$ cat config.mk
export PLATFORM = sky130hd
export DESIGN_NAME = io_interrupt_timer_controller_core
export DESIGN_NICKNAME = d
export VERILOG_FILES = /design/src/ioc_pkg.sv /design/src/ioc_state.sv /design/src/io_interrupt_timer_controller_core.sv
export SDC_FILE = /design/constraint.sdc
export NUM_CORES = 1
export LEC_CHECK = 0
export BUFFER_PORTS_ARGS = -buffer_cell sky130_fd_sc_hd__buf_2
export CORE_ASPECT_RATIO = 0.75
export CORE_MARGIN = 2
export CORE_UTILIZATION = 40
export CTS_CLUSTER_SIZE = 16
export DETAILED_ROUTE_END_ITERATION = 8
export PLACE_DENSITY = 0.62
export SYNTH_ARGS = -nofsm -noshare
export SYNTH_HDL_FRONTEND = slang
export SYNTH_SLANG_ARGS = --single-unit
$ cat constraint.sdc
create_clock -name clk_i -period 3.6 [get_ports clk_i]
set_clock_uncertainty 0.1 [all_clocks]
set_input_delay 0.54 -clock clk_i [delete_from_list [all_inputs] [get_ports clk_i]]
set_output_delay 0.54 -clock clk_i [all_outputs]
set_load 0.03 [all_outputs]
$ cat src/ioc_pkg.sv
package ioc_pkg;

  typedef struct packed {
    logic [2:0] op;
    logic [4:0] reg_index;
    logic [7:0] write_data;
    logic [1:0] event_bank;
  } in_word_t;

  typedef struct packed {
    logic [7:0] read_data;
    logic       irq_line;
    logic       fiq_line;
  } out_word_t;

  localparam logic [2:0] OP_READ  = 3'd0;
  localparam logic [2:0] OP_WRITE = 3'd1;
  localparam logic [2:0] OP_TICK  = 3'd2;
  localparam logic [2:0] OP_SET   = 3'd3;
  localparam logic [2:0] OP_CLEAR = 3'd4;

  localparam logic [4:0] IDX_KBD    = 5'd1;
  localparam logic [4:0] IDX_STAT_A = 5'd4;
  localparam logic [4:0] IDX_REQ_A  = 5'd5;
  localparam logic [4:0] IDX_MASK_A = 5'd6;
  localparam logic [4:0] IDX_STAT_B = 5'd8;
  localparam logic [4:0] IDX_REQ_B  = 5'd9;
  localparam logic [4:0] IDX_MASK_B = 5'd10;
  localparam logic [4:0] IDX_STAT_F = 5'd12;
  localparam logic [4:0] IDX_REQ_F  = 5'd13;
  localparam logic [4:0] IDX_MASK_F = 5'd14;

  localparam logic [1:0] TMR_LATCH_LO = 2'd0;
  localparam logic [1:0] TMR_LATCH_HI = 2'd1;
  localparam logic [1:0] TMR_LOAD     = 2'd2;
  localparam logic [1:0] TMR_COPY     = 2'd3;

  localparam logic [1:0] BANK_A = 2'd0;
  localparam logic [1:0] BANK_B = 2'd1;
  localparam logic [1:0] BANK_F = 2'd2;

  localparam logic [1:0] CFG_T0_BIT = 2'd0;
  localparam logic [1:0] CFG_T1_BIT = 2'd1;
  localparam logic [1:0] CFG_TX_BIT = 2'd2;
  localparam logic [1:0] CFG_RX_BIT = 2'd3;

  localparam logic [7:0]  FORCED_BIT  = 8'h80;
  localparam logic [16:0] FULL_PERIOD = 17'h10001;
  localparam logic [7:0]  STAT_A_RST  = 8'h10;
  localparam logic [7:0]  STAT_B_RST  = 8'h02;

endpackage

$ cat src/ioc_state.sv
module ioc_state
  import ioc_pkg::*;
(
  input  logic      clk_i,
  input  logic      rst_ni,
  input  logic      fire_i,
  input  in_word_t  item_i,
  input  logic      cfg_we_i,
  input  logic [1:0] cfg_index_i,
  input  logic [2:0] cfg_data_i,
  output out_word_t result_o
);

  logic [2:0] t0_bit_q, t1_bit_q, tx_bit_q, rx_bit_q;
  logic [7:0] stat_a_q, stat_b_q, stat_f_q, mask_a_q, mask_b_q, mask_f_q;
  logic [7:0] stat_a_d, stat_b_d, stat_f_d, mask_a_d, mask_b_d, mask_f_d;
  logic [15:0] latch_q [4];
  logic [15:0] latch_d [4];
  logic [16:0] count_q [4];
  logic [16:0] count_d [4];
  logic [15:0] rb_q [4];
  logic [15:0] rb_d [4];
  logic [7:0]  rd;
  logic [1:0]  tsel;
  logic [1:0]  tsub;

  function automatic logic [16:0] period_of(input logic [15:0] latch);
    period_of = (latch == 16'd0) ? FULL_PERIOD : ({1'b0, latch} + 17'd1);
  endfunction

  assign tsel = item_i.reg_index[3:2];
  assign tsub = item_i.reg_index[1:0];

  always_comb begin
    stat_a_d = stat_a_q;
    stat_b_d = stat_b_q;
    stat_f_d = stat_f_q;
    mask_a_d = mask_a_q;
    mask_b_d = mask_b_q;
    mask_f_d = mask_f_q;
    latch_d  = latch_q;
    count_d  = count_q;
    rb_d     = rb_q;
    rd       = 8'd0;
    if (fire_i) begin
      unique case (item_i.op)
        OP_READ: begin
          if (item_i.reg_index[4]) begin
            if (tsub == TMR_LATCH_LO) begin
              rd = rb_q[tsel][7:0];
            end else if (tsub == TMR_LATCH_HI) begin
              rd = rb_q[tsel][15:8];
            end
          end else begin
            unique case (item_i.reg_index)
              IDX_KBD:    stat_b_d = stat_b_q & ~(8'd1 << rx_bit_q);
              IDX_STAT_A: rd = stat_a_q | FORCED_BIT;
              IDX_REQ_A:  rd = (stat_a_q | FORCED_BIT) & mask_a_q;
              IDX_MASK_A: rd = mask_a_q;
              IDX_STAT_B: rd = stat_b_q;
              IDX_REQ_B:  rd = stat_b_q & mask_b_q;
              IDX_MASK_B: rd = mask_b_q;
              IDX_STAT_F: rd = stat_f_q | FORCED_BIT;
              IDX_REQ_F:  rd = (stat_f_q | FORCED_BIT) & mask_f_q;
              IDX_MASK_F: rd = mask_f_q;
              default:    rd = 8'd0;
            endcase
          end
        end
        OP_WRITE: begin
          if (item_i.reg_index[4]) begin
            unique case (tsub)
              TMR_LATCH_LO: latch_d[tsel][7:0] = item_i.write_data;
              TMR_LATCH_HI: latch_d[tsel][15:8] = item_i.write_data;
              TMR_LOAD: begin
                count_d[tsel] = tsel[1] ? {1'b0, latch_q[tsel]} : period_of(latch_q[tsel]);
              end
              TMR_COPY: rb_d[tsel] = count_q[tsel][15:0];
            endcase
          end else begin
            unique case (item_i.reg_index)
              IDX_KBD:    stat_b_d = stat_b_q & ~(8'd1 << tx_bit_q);
              IDX_REQ_A:  stat_a_d = stat_a_q & ~item_i.write_data;
              IDX_MASK_A: mask_a_d = item_i.write_data;
              IDX_MASK_B: mask_b_d = item_i.write_data;
              IDX_MASK_F: mask_f_d = item_i.write_data;
              default:    ;
            endcase
          end
        end
        OP_TICK: begin
          if (count_q[0] <= 17'd1) begin
            stat_a_d   = stat_a_d | (8'd1 << t0_bit_q);
            count_d[0] = period_of(latch_q[0]);
          end else begin
            count_d[0] = count_q[0] - 17'd1;
          end
          if (count_q[1] <= 17'd1) begin
            stat_a_d   = stat_a_d | (8'd1 << t1_bit_q);
            count_d[1] = period_of(latch_q[1]);
          end else begin
            count_d[1] = count_q[1] - 17'd1;
          end
        end
        OP_SET: begin
          unique case (item_i.event_bank)
            BANK_A:  stat_a_d = stat_a_q | item_i.write_data;
            BANK_B:  stat_b_d = stat_b_q | item_i.write_data;
            BANK_F:  stat_f_d = stat_f_q | item_i.write_data;
            default: ;
          endcase
        end
        OP_CLEAR: begin
          unique case (item_i.event_bank)
            BANK_A:  stat_a_d = stat_a_q & ~item_i.write_data;
            BANK_B:  stat_b_d = stat_b_q & ~item_i.write_data;
            BANK_F:  stat_f_d = stat_f_q & ~item_i.write_data;
            default: ;
          endcase
        end
        default: ;
      endcase
    end
  end

  assign result_o.read_data = rd;
  assign result_o.irq_line  = |((mask_a_d & (stat_a_d | FORCED_BIT)) | (mask_b_d & stat_b_d));
  assign result_o.fiq_line  = |(mask_f_d & (stat_f_d | FORCED_BIT));

  always_ff @(posedge clk_i or negedge rst_ni) begin
    if (!rst_ni) begin
      t0_bit_q <= 3'd5;
      t1_bit_q <= 3'd6;
      tx_bit_q <= 3'd6;
      rx_bit_q <= 3'd7;
    end else if (cfg_we_i) begin
      unique case (cfg_index_i)
        CFG_T0_BIT: t0_bit_q <= cfg_data_i;
        CFG_T1_BIT: t1_bit_q <= cfg_data_i;
        CFG_TX_BIT: tx_bit_q <= cfg_data_i;
        CFG_RX_BIT: rx_bit_q <= cfg_data_i;
      endcase
    end
  end

  always_ff @(posedge clk_i or negedge rst_ni) begin
    if (!rst_ni) begin
      stat_a_q <= STAT_A_RST;
      stat_b_q <= STAT_B_RST;
      stat_f_q <= 8'd0;
      mask_a_q <= 8'd0;
      mask_b_q <= 8'd0;
      mask_f_q <= 8'd0;
      for (int i = 0; i < 4; i++) begin
        latch_q[i] <= 16'd0;
        count_q[i] <= 17'd0;
        rb_q[i]    <= 16'd0;
      end
    end else begin
      stat_a_q <= stat_a_d;
      stat_b_q <= stat_b_d;
      stat_f_q <= stat_f_d;
      mask_a_q <= mask_a_d;
      mask_b_q <= mask_b_d;
      mask_f_q <= mask_f_d;
      latch_q  <= latch_d;
      count_q  <= count_d;
      rb_q     <= rb_d;
    end
  end

endmodule

$ cat src/io_interrupt_timer_controller_core.sv
// Interrupt and timer controller with three 8-bit interrupt banks and four
// 16-bit timers. Each input word is a bus read, a bus write, a timer tick,
// or a set or clear event on one bank. Each word produces exactly one output
// word: the read byte plus the IRQ and FIQ lines after that word took effect.
// Both channels use valid and ready. An accepted word lands in an input
// register and is applied to the state once the output register is empty or
// is being taken; its result is written to the output register at the same
// edge that updates the state. Throughput is one word per cycle while the
// receiver does not stall.
// When the receiver stalls, the result holds in the output register and one
// further word may wait in the input register; ready drops only when both
// are full and the output is not being taken.
// The configuration port writes one of the four bit-position registers per
// cycle and must be used only while the block is idle; the block itself does
// not enforce this. Reset clears both valid flags and puts the banks, masks,
// timers and configuration back to their power-on values.
module io_interrupt_timer_controller_core
  import ioc_pkg::*;
(
  input  logic       clk_i,
  input  logic       rst_ni,
  input  logic       in_valid_i,
  output logic       in_ready_o,
  input  in_word_t   in_word_i,
  output logic       out_valid_o,
  input  logic       out_ready_i,
  output out_word_t  out_word_o,
  input  logic       cfg_we_i,
  input  logic [1:0] cfg_index_i,
  input  logic [2:0] cfg_data_i
);

  logic      inq_valid_q;
  in_word_t  inq_q;
  logic      out_valid_q;
  out_word_t out_word_q;
  out_word_t result;
  logic      fire;

  assign fire       = inq_valid_q && (!out_valid_q || out_ready_i);
  assign in_ready_o = !inq_valid_q || fire;

  ioc_state u_state (
    .clk_i      (clk_i),
    .rst_ni     (rst_ni),
    .fire_i     (fire),
    .item_i     (inq_q),
    .cfg_we_i   (cfg_we_i),
    .cfg_index_i(cfg_index_i),
    .cfg_data_i (cfg_data_i),
    .result_o   (result)
  );

  always_ff @(posedge clk_i or negedge rst_ni) begin
    if (!rst_ni) begin
      inq_valid_q <= 1'b0;
      out_valid_q <= 1'b0;
    end else begin
      if (in_ready_o) begin
        inq_valid_q <= in_valid_i;
      end
      if (fire) begin
        out_valid_q <= 1'b1;
      end else if (out_ready_i) begin
        out_valid_q <= 1'b0;
      end
    end
  end

  always_ff @(posedge clk_i) begin
    if (in_valid_i && in_ready_o) begin
      inq_q <= in_word_i;
    end
    if (fire) begin
      out_word_q <= result;
    end
  end

  assign out_valid_o = out_valid_q;
  assign out_word_o  = out_word_q;

  a_fire_gives_result : assert property (@(posedge clk_i) disable iff (!rst_ni)
    fire |=> out_valid_q)
    else $error("applied word did not produce a result");

  a_accept_fills_input : assert property (@(posedge clk_i) disable iff (!rst_ni)
    in_valid_i && in_ready_o |=> inq_valid_q)
    else $error("accepted word was not held in the input register");

  a_no_fire_on_stall : assert property (@(posedge clk_i) disable iff (!rst_ni)
    out_valid_q && !out_ready_i |-> !fire)
    else $error("result overwritten while the receiver stalls");

  a_waiting_word_holds : assert property (@(posedge clk_i) disable iff (!rst_ni)
    inq_valid_q && !fire |=> inq_valid_q && $stable(inq_q))
    else $error("waiting input word was lost or changed");

endmodule
# == Yosys cells after proc, flatten, opt, wreduce, memory -nomap -nowiden ==
# Cells that the tools add are included.
# totals
out_inout_bits,12
regBits,286
elab_cells,199
# classes
n_bitwise,21
n_shift,4
n_eq_ne,30
magnitude_cmp,4
n_mux,71
reduce_logical,31
add_sub_neg,5
# ops
op,n
2-to-1 mux 8 bit,33
bitwise mux 64 bit,3
2-to-1 mux 68 bit,2
2-to-1 mux 16 bit,8
one-hot mux 64 bit (2 select lines),1
2-to-1 mux 17 bit,7
demux 16 bit (select 2 bit),3
bitwise AND 8 bit,11
one-hot mux 8 bit (9 select lines),1
bitwise mux 68 bit,1
one-hot mux 34 bit (2 select lines),1
binary-select mux 16 bit (select 2 bit),2
one-hot mux 8 bit (4 select lines),2
adder 16 x 1 -> 17 bit (second input constant),3
zero test 16 bit,3
OR 8 bit,6
binary-select mux 17 bit (select 2 bit),1
demux 17 bit (select 2 bit),1
less-or-equal comparator 17 x 1 -> 1 bit (second input constant),2
subtractor 17 x 1 -> 17 bit (second input constant),2
<< shifter 1 x 3 -> 8 bit (first input constant),4
== test 5 x 4 -> 1 bit (second input constant),6
inverter 8 bit,3
AND reduction 4 bit,5
25 further kinds,55

# == Longest topological paths before layout ==
# Gate-level depths: netlist of run 1.
# depth
depth_word,12
ltp_mapped,11
ltp_nobuf,9

# == Modules after synthesis ==
# Synthesis of run 1 repeated with hierarchy kept, for this count alone.
# unflattened
cells_unflattened,1424
area_unflattened_um2,15742.6
# by_module_without_submodules
mod,cells_each,seq_area_each_um2,n_inst,area_per_inst_um2
ioc_state,1388,6319.8,1,14797.9
io_interrupt_timer_controller_core,36,890.9,1,944.7

# == Least setup slack after synthesis of run 1 ==
# Ideal clock, no wire load.
# synth_timing
path_kind,reg-to-reg
startpoint,reg inq_q[12] in the netlist's numbering
endpoint,"reg out_word_q, in the netlist out_word_o[1] (data pin)"
stages_incl_launch_ff,10
n_path_buf,2
arrival_ns,2.639
required_ns,3.228
synth_period_minus_slack_ns,3.011
setup_ns,0.272
slack_ns,0.589
cell_sequence,edfxtp_1 -> nand2b_1 -> buf_4 -> nor3_1 -> and2_1 -> buf_2 -> mux2_1 -> a211o_1 -> a2111oi_0 -> nand4bb_1
# synth_lines
item,line,rtl
"start, declared",io_interrupt_timer_controller_core.sv:34,in_word_t inq_q;
"start signal, assigned",io_interrupt_timer_controller_core.sv:72,inq_q <= in_word_i;
"end signal, assigned",io_interrupt_timer_controller_core.sv:75,out_word_q <= result;
"end, declared",io_interrupt_timer_controller_core.sv:36,out_word_t out_word_q;

==> impl_metrics.env, run 1 <==
export IMPL_grt_total_usage=0.2393
export IMPL_critPathRequiredTime_ns=3.79
export IMPL_netlist_instances=1447
export IMPL_rsz0062_at_grt="no"
export IMPL_hold_end="inq_q[15]"
export IMPL_drt_total_wl_mm=48.65
export IMPL_rrSetupSlack_ns=0.29
export IMPL_r2r_start="inq_q[17]"
export IMPL_swShare=0.3128
export IMPL_hold_violations=0
export IMPL_utilization=0.4516
export IMPL_power_leakage_nw=7.534
export IMPL_p_sw_mw=2.689
export IMPL_synth_top_family_by_area="multiplexers"
export IMPL_synth_xor_area_frac=0.03538
export IMPL_antenna_left=0
export IMPL_critPathKind="flip-flop to flip-flop"
export IMPL_fin_tns_setup_ns=0
export IMPL_dp_hpwl_mm=35.82
export IMPL_worstHoldPathCells=1
export IMPL_gp_congestion=1.001
export IMPL_port_buffers=39
export IMPL_intPower_mw=5.906
export IMPL_maxCapViolations=0
export IMPL_wire_per_inst_um=24.08
export IMPL_synth_edff_count=28
export IMPL_cts_buffer_depth=3
export IMPL_cts_tree="built"
export IMPL_nNetsFinal=1516
export IMPL_status="finished, final reports clean"
export IMPL_timing_final_crit_period_ns=3.309
export IMPL_muxShareOfSynthArea=0.1972
export IMPL_antenna_found_initial=1
export IMPL_holdCritPathClass="input port to flip-flop"
export IMPL_synth_warnings=0
export IMPL_r2r_end="out_word_o[1]"
export IMPL_critPathArrivalTime_ns=3.50
export IMPL_hold_buffers=1
export IMPL_fillers=3606
export IMPL_die_x_um=233.8
export IMPL_area_growth_syn_to_layout_pct=11.89
export IMPL_syn_cell_area_sq_um=15840
export IMPL_grt_max_degree=91
export IMPL_postSynth_asyncResetShare=0.9007
export IMPL_start_util=0.4036
export IMPL_clock_power_share=0.353
export IMPL_syn_nets=1485
export IMPL_core_sq_um=39260
export IMPL_pwr_share_comb=0.185
export IMPL_worst_slew_pin_transition_ns=0.9842
export IMPL_synth_distinct_cells=91
export IMPL_synth_compound_area_share=0.1241
export IMPL_startpoint_type="flip-flop"
export IMPL_cts_repair_timing_setup_buffer_count=0
export IMPL_grt_pass1_wl_mm=74.74
export IMPL_p_seq_frac=0.462
export IMPL_layout_common_cells="243 x dfrtp_1, 168 x mux2_2, 113 x nor2_1, 110 x nand2_1, 95 x a21oi_1"
export IMPL_diodes=0
export IMPL_setup_viol=0
export IMPL_cts_root_buf="clkbuf_16"
export IMPL_fin_crit_sh=0.9192
export IMPL_cts_sinks=282
export IMPL_synth_seq_cells=282
export IMPL_drc_errors=0
export IMPL_final_max_slew_viol_count=0
export IMPL_grt_remaining_overflow=0
export IMPL_die_area_sq_um=41230
export IMPL_post_cts_resized=0
export IMPL_dr_pass1_iters=6
export IMPL_htreeDepth=1
export IMPL_vias=12441
export IMPL_cts_buffers=28
export IMPL_max_slew_margin_rel=0.3439
export IMPL_max_freq_ghz=0.3022
export IMPL_rows=63
export IMPL_seq_area_frac_synth=0.4551
export IMPL_ir_drop_uv=449.2
export IMPL_path_clk_slew_ns=0.07
export IMPL_pin_count=40
export IMPL_first_global_vias=11870
export IMPL_die_h_um=176.4
export IMPL_avgViaCountPerCell=6.159
export IMPL_synthFlopType="dfrtp_1"
export IMPL_critPathCaptureType="flip-flop"
export IMPL_synth_simple_area_share=0.1470
export IMPL_clk_latency_ns=0.57
export IMPL_dr_first_iter_drc_count=1814
export IMPL_p_per_area_nw_per_um2=484.8
export IMPL_drive_above_1_share=0.2693
export IMPL_min_delay_start="in_word_i[15]"
export IMPL_avgSynthCellArea_sq_um=10.95
export IMPL_final_common_cell="dfrtp_1"
export IMPL_synth_fa_ha_area_frac=0.008529
export IMPL_rr_worst_depth=7
export IMPL_crit_fanout=13
## registers in the layout (all words and copies together), names as in the netlist, 3 cells and up
signal            flops
u_state.mask_f_q      8
u_state.mask_a_q      8
u_state.stat_a_q      7
u_state.rx_bit_q      3
u_state.tx_bit_q      3
u_state.t0_bit_q      3
u_state.latch_q      64
u_state.stat_b_q      8
u_state.stat_f_q      7
u_state.count_q      66
u_state.t1_bit_q      3
out_word_o           10
u_state.rb_q         64
inq_q                18
u_state.mask_b_q      8
## power groups by stage
stage / clock [mW] / combinational (mW) / sequential (mW)
detailed placement: 0 / 1.55 / 4.00
floorplan: 0 / 1.13 / 3.80
global route: 3.22 / 1.73 / 4.01
CTS: 3.08 / 1.56 / 3.95
global placement: 0 / 1.54 / 4.00
finish: 3.03 / 1.59 / 3.97
## kinds of logic after synthesis
group	after synthesis
flip-flops	282
multiplexers	231
buffers and inverters	116
XOR/XNOR	64
AO/OA/AOI/OAI	304
AND/OR/NAND/NOR	439
adder cells (fa/ha/maj)	11
## Yosys cell counts (18+ instances only)
cell type  number  area [sq um]
a21oi_1        95         475.5
a31oi_1        18         112.6
buf_2          20         100.1
clkbuf_1       56         210.2
dfrtp_1       243          6081
edfxtp_1       28         840.8
inv_1          23         86.33
mux2_2        168          1892
mux4_2         48          1081
nand2_1       110         412.9
nand3_1        42         210.2
nand4_1        19         118.9
nor2_1        113         424.2
nor3_1         23         115.1
o21ai_0        57         285.3
xnor2_1        25         219.0
xor2_1         39         341.6
## worst max-delay path by stage
stage | startpoint | to | cells past startpoint
floorplan | inq_q[12] | out_word_o[1] | 9
CTS | inq_q[17] | out_word_o[1] | 7
global placement | inq_q[16] | out_word_o[1] | 7
finish | inq_q[17] | out_word_o[1] | 7
detailed placement | inq_q[17] | out_word_o[1] | 7
global route | inq_q[17] | out_word_o[1] | 7
## final cells by class
type,instances,area [sq um],share of cell area
sequential,282,7211,0.4068
clock buffer,36,813.3,0.04588
tap,520,650.6,0.03670
multi-input combinational,1049,8137,0.4590
clock inverter,16,133.9,0.007552
inverter,23,86.33,0.004870
timing repair buffer,94,695.7,0.03924
## metrics by stage
stage | total power, mW | area [sq um] | hold WS, ns | setup slack, ns | std cells
2_1_floorplan | 4.933 | 15840 | 0.1444 | 0.5892 | 1447
3_3_place_gp | 5.531 | 16770 | 0.3830 | 0.4980 | 1967
3_5_place_dp | 5.554 | 16770 | 0.3926 | 0.3996 | 1967
4_1_cts | 8.587 | 17730 | 0.03253 | 0.3802 | 2020
5_1_grt | 8.955 | 17730 | 0.03831 | 0.1841 | 2020
6_report | 8.595 | 17730 | 0.05396 | 0.2907 | 2020
## worst max-delay path, stage by stage, from the launching register on
cell and delay (ns):
edfxtp_1 0.57, or3b_1 0.48, nor3_4 0.15, and2_1 0.39
mux2_1 0.41, a211o_1 0.30, a2111oi_0 0.49, nand4bb_1 0.16
## per-layer routing
metal  global-route usage  up-vias  wire, um
met4              0.03692        0       751
met1               0.3981     6250     23750
li1                     -     5461         -
met2               0.3131      666     18930
met5                    0        -         0
met3              0.05394       64      5218
Power figures use the tool's default switching activity.
==> run 2: changes to the inputs <==
==> constraint.sdc (replaced) <==
create_clock -name clk_i -period 3.6 [get_ports clk_i]
set_clock_uncertainty 0.1 [all_clocks]
set_input_delay 0 -clock clk_i [delete_from_list [all_inputs] [get_ports clk_i]]
set_output_delay 0 -clock clk_i [all_outputs]
set_load 0.02 [all_outputs]
==> impl_metrics.env, run 2 (synthesized netlist as in run 1, its figures left out) <==
export IMPL_port_buffers=39
export IMPL_crit_fanout=12
export IMPL_antenna_left=0
export IMPL_power_leakage_nw=7.697
export IMPL_path_clk_slew_ns=0.07
export IMPL_multi_input_area_sq_um=8137
export IMPL_layout_common_cells="243 x dfrtp_1, 168 x mux2_2, 113 x nor2_1, 110 x nand2_1, 95 x a21oi_1"
export IMPL_htreeDepth=1
export IMPL_dp_slack_ns=0.3288
export IMPL_diodes=0
export IMPL_fin_tns_setup_ns=0
export IMPL_antenna_found_initial=1
export IMPL_maxCapViolations=0
export IMPL_p_seq_frac=0.460
export IMPL_status="finished, final reports clean"
export IMPL_drc_errors=0
export IMPL_rsz0062_at_grt="no"
export IMPL_utilization=0.4606
export IMPL_cts_buffer_depth=3
export IMPL_clock_power_share=0.351
export IMPL_drive_above_1_share=0.2658
export IMPL_wire_per_inst_um=24.46
export IMPL_final_common_cell="dfrtp_1"
export IMPL_swShare=0.3092
export IMPL_largest_reg_flops=66
export IMPL_critPathRequiredTime_ns=3.80
export IMPL_die_area_sq_um=41230
export IMPL_intPower_mw=5.924
export IMPL_setup_ws_ns=0.2181
export IMPL_clk_latency_ns=0.57
export IMPL_dp_hpwl_mm=36.37
export IMPL_critPathKind="flip-flop to flip-flop"
export IMPL_largest_register="u_state.count_q"
export IMPL_nNetsFinal=1556
export IMPL_p_sw_mw=2.652
export IMPL_rows=63
export IMPL_die_h_um=176.4
export IMPL_die_x_um=233.8
export IMPL_dr_first_iter_drc_count=1689
export IMPL_p_per_area_nw_per_um2=474.3
export IMPL_cts_repair_timing_setup_buffer_count=0
export IMPL_grt_total_usage=0.2471
export IMPL_avgViaCountPerCell=6.095
export IMPL_holdCritPathClass="input port to flip-flop"
export IMPL_first_global_vias=11811
export IMPL_cts_buffers=28
export IMPL_cts_sinks=282
export IMPL_gp_congestion=0.9585
export IMPL_setup_viol=0
export IMPL_pwr_share_comb=0.189
export IMPL_area_growth_syn_to_layout_pct=14.13
export IMPL_timing_final_crit_period_ns=3.382
export IMPL_postPlaceCellArea_sq_um=16780
export IMPL_seq_area_sq_um=7211
export IMPL_grt_max_degree=78
export IMPL_max_freq_ghz=0.2957
export IMPL_critPathCaptureType="flip-flop"
export IMPL_final_max_slew_viol_count=0
export IMPL_grt_pass1_wl_mm=77.00
export IMPL_cts_tree="built"
export IMPL_vias=12550
export IMPL_critPathArrivalTime_ns=3.59
export IMPL_fin_crit_sh=0.9394
export IMPL_ir_drop_uv=331.8
export IMPL_grt_remaining_overflow=0
export IMPL_startpoint_type="flip-flop"
export IMPL_start_util=0.4036
export IMPL_dr_pass1_iters=6
export IMPL_max_slew_margin_rel=0.3704
export IMPL_final_cell_area_sq_um=18080
export IMPL_cts_root_buf="clkbuf_16"
export IMPL_top_regs="u_state.count_q x66, u_state.latch_q x64, u_state.rb_q x64"
export IMPL_fillers=3610
export IMPL_drt_total_wl_mm=50.35
export IMPL_pin_count=40
export IMPL_hold_violations=0
export IMPL_worst_slew_pin_transition_ns=0.9444
export IMPL_core_sq_um=39260
## run 2: changes by cell type in the layout (fill, tap and decap cells not counted), sizes merged, moves of 2 or more
cell | before | now
clkinv | 10 | 3
clkbuf | 36 | 47
bufinv | 2 | 0
buf | 93 | 100
clkinvlp | 3 | 1
dlygate4sd3 | 1 | 34
## run 2: repair_timing
item | 4_1_cts | 5_1_grt
hold endpoints to repair | 275 | 0
gates resized for setup | 0 | 0
hold buffers | 35 | 0
## run 2: power by group through the flow
stage	combinational, mW	sequential (mW)	clock, mW
2_1_floorplan	1.13	3.79	0
3_3_place_gp	1.53	3.97	0
3_5_place_dp	1.55	3.98	0
4_1_cts	1.60	3.92	3.06
5_1_grt	1.76	3.98	3.19
6_report	1.62	3.95	3.01
## run 2: critical path, stage by stage (launching register included)
cell	delay, ns
edfxtp_1	0.58
nor3b_2	0.41
nand3_1	0.24
nor2_1	0.35
mux2_2	0.41
a311o_1	0.36
a2111oi_0	0.50
nand4bb_1	0.16
## run 2: area by class of cell
class,count,share of cell area
tap,520,0.03598
timing repair buffer,134,0.05868
clock inverter,4,0.001246
sequential,282,0.3988
inverter,23,0.004774
multi-input combinational,1049,0.4500
clock buffer,47,0.05058
## run 2: metal layers
metal	global-route usage	share of wire	up-vias
met1	0.4049	0.49	6379
met3	0.04926	0.098	46
met5	0	0.00026	-
li1	-	-	5519
met4	0.03428	0.013	2
met2	0.3369	0.40	604
## run 2: worst paths after layout
| check | slack, ns | end | depth (start not counted) | start |
|---|---|---|---|---|
| setup / recovery | 0.22 | out_word_o[1] | 7 | inq_q[15] |
| hold / removal | 0.04 | inq_q[2] | 2 | in_word_i[2] |
| setup reg to reg | 0.22 | out_word_o[1] | 7 | inq_q[15] |
| hold reg to reg | 0.40 | u_state.rb_q[25] | 1 | u_state.rb_q[25] |
| max in group asynchronous | 2.47 | u_state.rx_bit_q[0] | 4 | rst_ni |
| min in group asynchronous | 0.52 | u_state.count_q[28] | 4 | rst_ni |
## run 2: per-stage QoR
step	std cells	hold slack [ns]	power, mW
3_5_place_dp	1973	-0.04799	5.527
4_1_cts	2059	0.02216	8.581
6_report	2059	0.03898	8.576
2_1_floorplan	1447	-0.3956	4.925
5_1_grt	2059	0.03515	8.934
3_3_place_gp	1973	-0.05501	5.500
==> run 3: changes to the inputs <==
- BUFFER_PORTS_ARGS: -buffer_cell sky130_fd_sc_hd__buf_2 -> unset
- DONT_BUFFER_PORTS: unset -> 1
- PLACE_DENSITY: 0.62 -> 0.61
==> impl_metrics.env, run 3 (synthesized netlist as in run 1, its figures left out) <==
export IMPL_status="finished, violations left"
export IMPL_violations="hold timing"
export IMPL_path_clk_slew_ns=0.07
export IMPL_drt_total_wl_mm=48.83
export IMPL_nNetsFinal=1519
export IMPL_cts_repair_timing_setup_buffer_count=0
export IMPL_gp_congestion=0.9572
export IMPL_worst_slew_pin_transition_ns=1.005
export IMPL_grt_total_usage=0.2389
export IMPL_cts_buffers=29
export IMPL_rrSetupSlack_ns=0.38
export IMPL_maxCapViolations=0
export IMPL_max_freq_ghz=0.3108
export IMPL_p_per_area_nw_per_um2=475.9
export IMPL_postPlaceCellArea_sq_um=16460
export IMPL_rsz0062_at_grt="no"
export IMPL_final_common_cell="dfrtp_1"
export IMPL_core_sq_um=39260
export IMPL_setup_viol=0
export IMPL_first_global_vias=11874
export IMPL_layout_common_cells="243 x dfrtp_1, 168 x mux2_2, 113 x nor2_1, 110 x nand2_1, 95 x a21oi_1"
export IMPL_startpoint_type="flip-flop"
export IMPL_cts_buffer_depth=3
export IMPL_avgViaCountPerCell=6.062
export IMPL_hold_violations=254
export IMPL_cts_sinks=282
export IMPL_fin_crit_sh=0.8936
export IMPL_fin_tns_setup_ns=0
export IMPL_fillers=3591
export IMPL_drc_errors=0
export IMPL_grt_pass1_wl_mm=74.43
export IMPL_post_cts_resized=0
export IMPL_largest_reg_flops=66
export IMPL_final_cell_area_sq_um=17900
export IMPL_antenna_found_initial=1
export IMPL_clk_latency_ns=0.58
export IMPL_dr_pass1_iters=8
export IMPL_grt_max_degree=255
export IMPL_rr_worst_depth=7
export IMPL_hold_buffers=49
export IMPL_rows=63
export IMPL_holdCritPathClass="input port to asynchronous set/reset pin"
export IMPL_utilization=0.4559
export IMPL_wire_per_inst_um=24.11
export IMPL_htreeDepth=1
export IMPL_antenna_left=0
export IMPL_drive_above_1_share=0.2367
export IMPL_die_area_sq_um=41230
export IMPL_cts_tree="built"
export IMPL_vias=12275
export IMPL_crit_fanout=13
export IMPL_die_x_um=233.8
export IMPL_timing_final_crit_period_ns=3.217
export IMPL_port_buffers=0
export IMPL_area_growth_syn_to_layout_pct=12.95
export IMPL_power_leakage_nw=7.512
export IMPL_grt_remaining_overflow=0
export IMPL_largest_register="u_state.count_q"
export IMPL_final_max_slew_viol_count=0
export IMPL_max_slew_margin_rel=0.3274
export IMPL_hold_slack_ns=-0.9715
export IMPL_pin_count=40
export IMPL_critPathKind="flip-flop to flip-flop"
export IMPL_critPathArrivalTime_ns=3.41
export IMPL_die_h_um=176.4
export IMPL_cts_root_buf="clkbuf_16"
export IMPL_ir_drop_uv=442.9
export IMPL_top_regs="u_state.count_q x66, u_state.latch_q x64, u_state.rb_q x64"
export IMPL_dp_hpwl_mm=34.57
export IMPL_start_util=0.4036
export IMPL_dr_first_iter_drc_count=1392
export IMPL_critPathCaptureType="flip-flop"
export IMPL_r2r_end="out_word_o[1]"
export IMPL_critPathRequiredTime_ns=3.80
export IMPL_r2r_start="inq_q[17]"
-- run 3: worst max-delay path by stage --
stage | depth (start not counted) | from | end | slack, ns
6_report | 7 | inq_q[17] | out_word_o[1] | 0.38
4_1_cts | 7 | inq_q[17] | out_word_o[1] | 0.43
3_5_place_dp | 7 | inq_q[17] | out_word_o[1] | 0.42
2_1_floorplan | 9 | inq_q[12] | out_word_o[1] | 0.59
5_1_grt | 10 | inq_q[12] | u_state.count_q[55] | 0.25
3_3_place_gp | 10 | inq_q[12] | u_state.count_q[55] | 0.50
-- run 3: area by class of cell --
class	instances	area, sq um	share of cell area
Antenna cell	1	2.502	0.0001398
Clock buffer	34	744.5	0.04160
Clock inverter	20	196.4	0.01098
Inverter	23	86.33	0.004824
Multi-Input combinational cell	1049	8137	0.4547
Sequential cell	282	7211	0.4029
Tap cell	520	650.6	0.03636
Timing Repair Buffer	96	868.3	0.04852
-- run 3: per-stage QoR --
| step | total power [mW] | worst slack (ns) | std cells |
|---|---|---|---|
| floorplan | 4.925 | 0.5892 | 1447 |
| global placement | 5.406 | 0.5039 | 1921 |
| detailed placement | 5.434 | 0.4190 | 1921 |
| CTS | 8.522 | 0.4339 | 2024 |
| global route | 8.877 | 0.2464 | 2025 |
| finish | 8.516 | 0.3829 | 2025 |
-- run 3: power by group --
part / switching [mW] / internal [mW]
clock network: 1.33 / 1.70
logic: 0.824 / 0.675
registers: 0.465 / 3.52
-- run 3: critical path, stage by stage (launching register included) --
cell	delay, ns
edfxtp_1	0.57
or3b_1	0.48
nor3_4	0.16
and2_1	0.40
mux2_1	0.40
a211o_1	0.31
a2111oi_0	0.37
nand4bb_1	0.15
-- run 3: per-layer routing --
| layer | global-route usage | share of wire | up-vias |
|---|---|---|---|
| met3 | 0.05717 | 0.10 | 64 |
| met1 | 0.3844 | 0.48 | 6230 |
| met2 | 0.3210 | 0.40 | 534 |
| met5 | 0 | 0 | - |
| met4 | 0.04536 | 0.017 | 0 |
| li1 | - | - | 5447 |
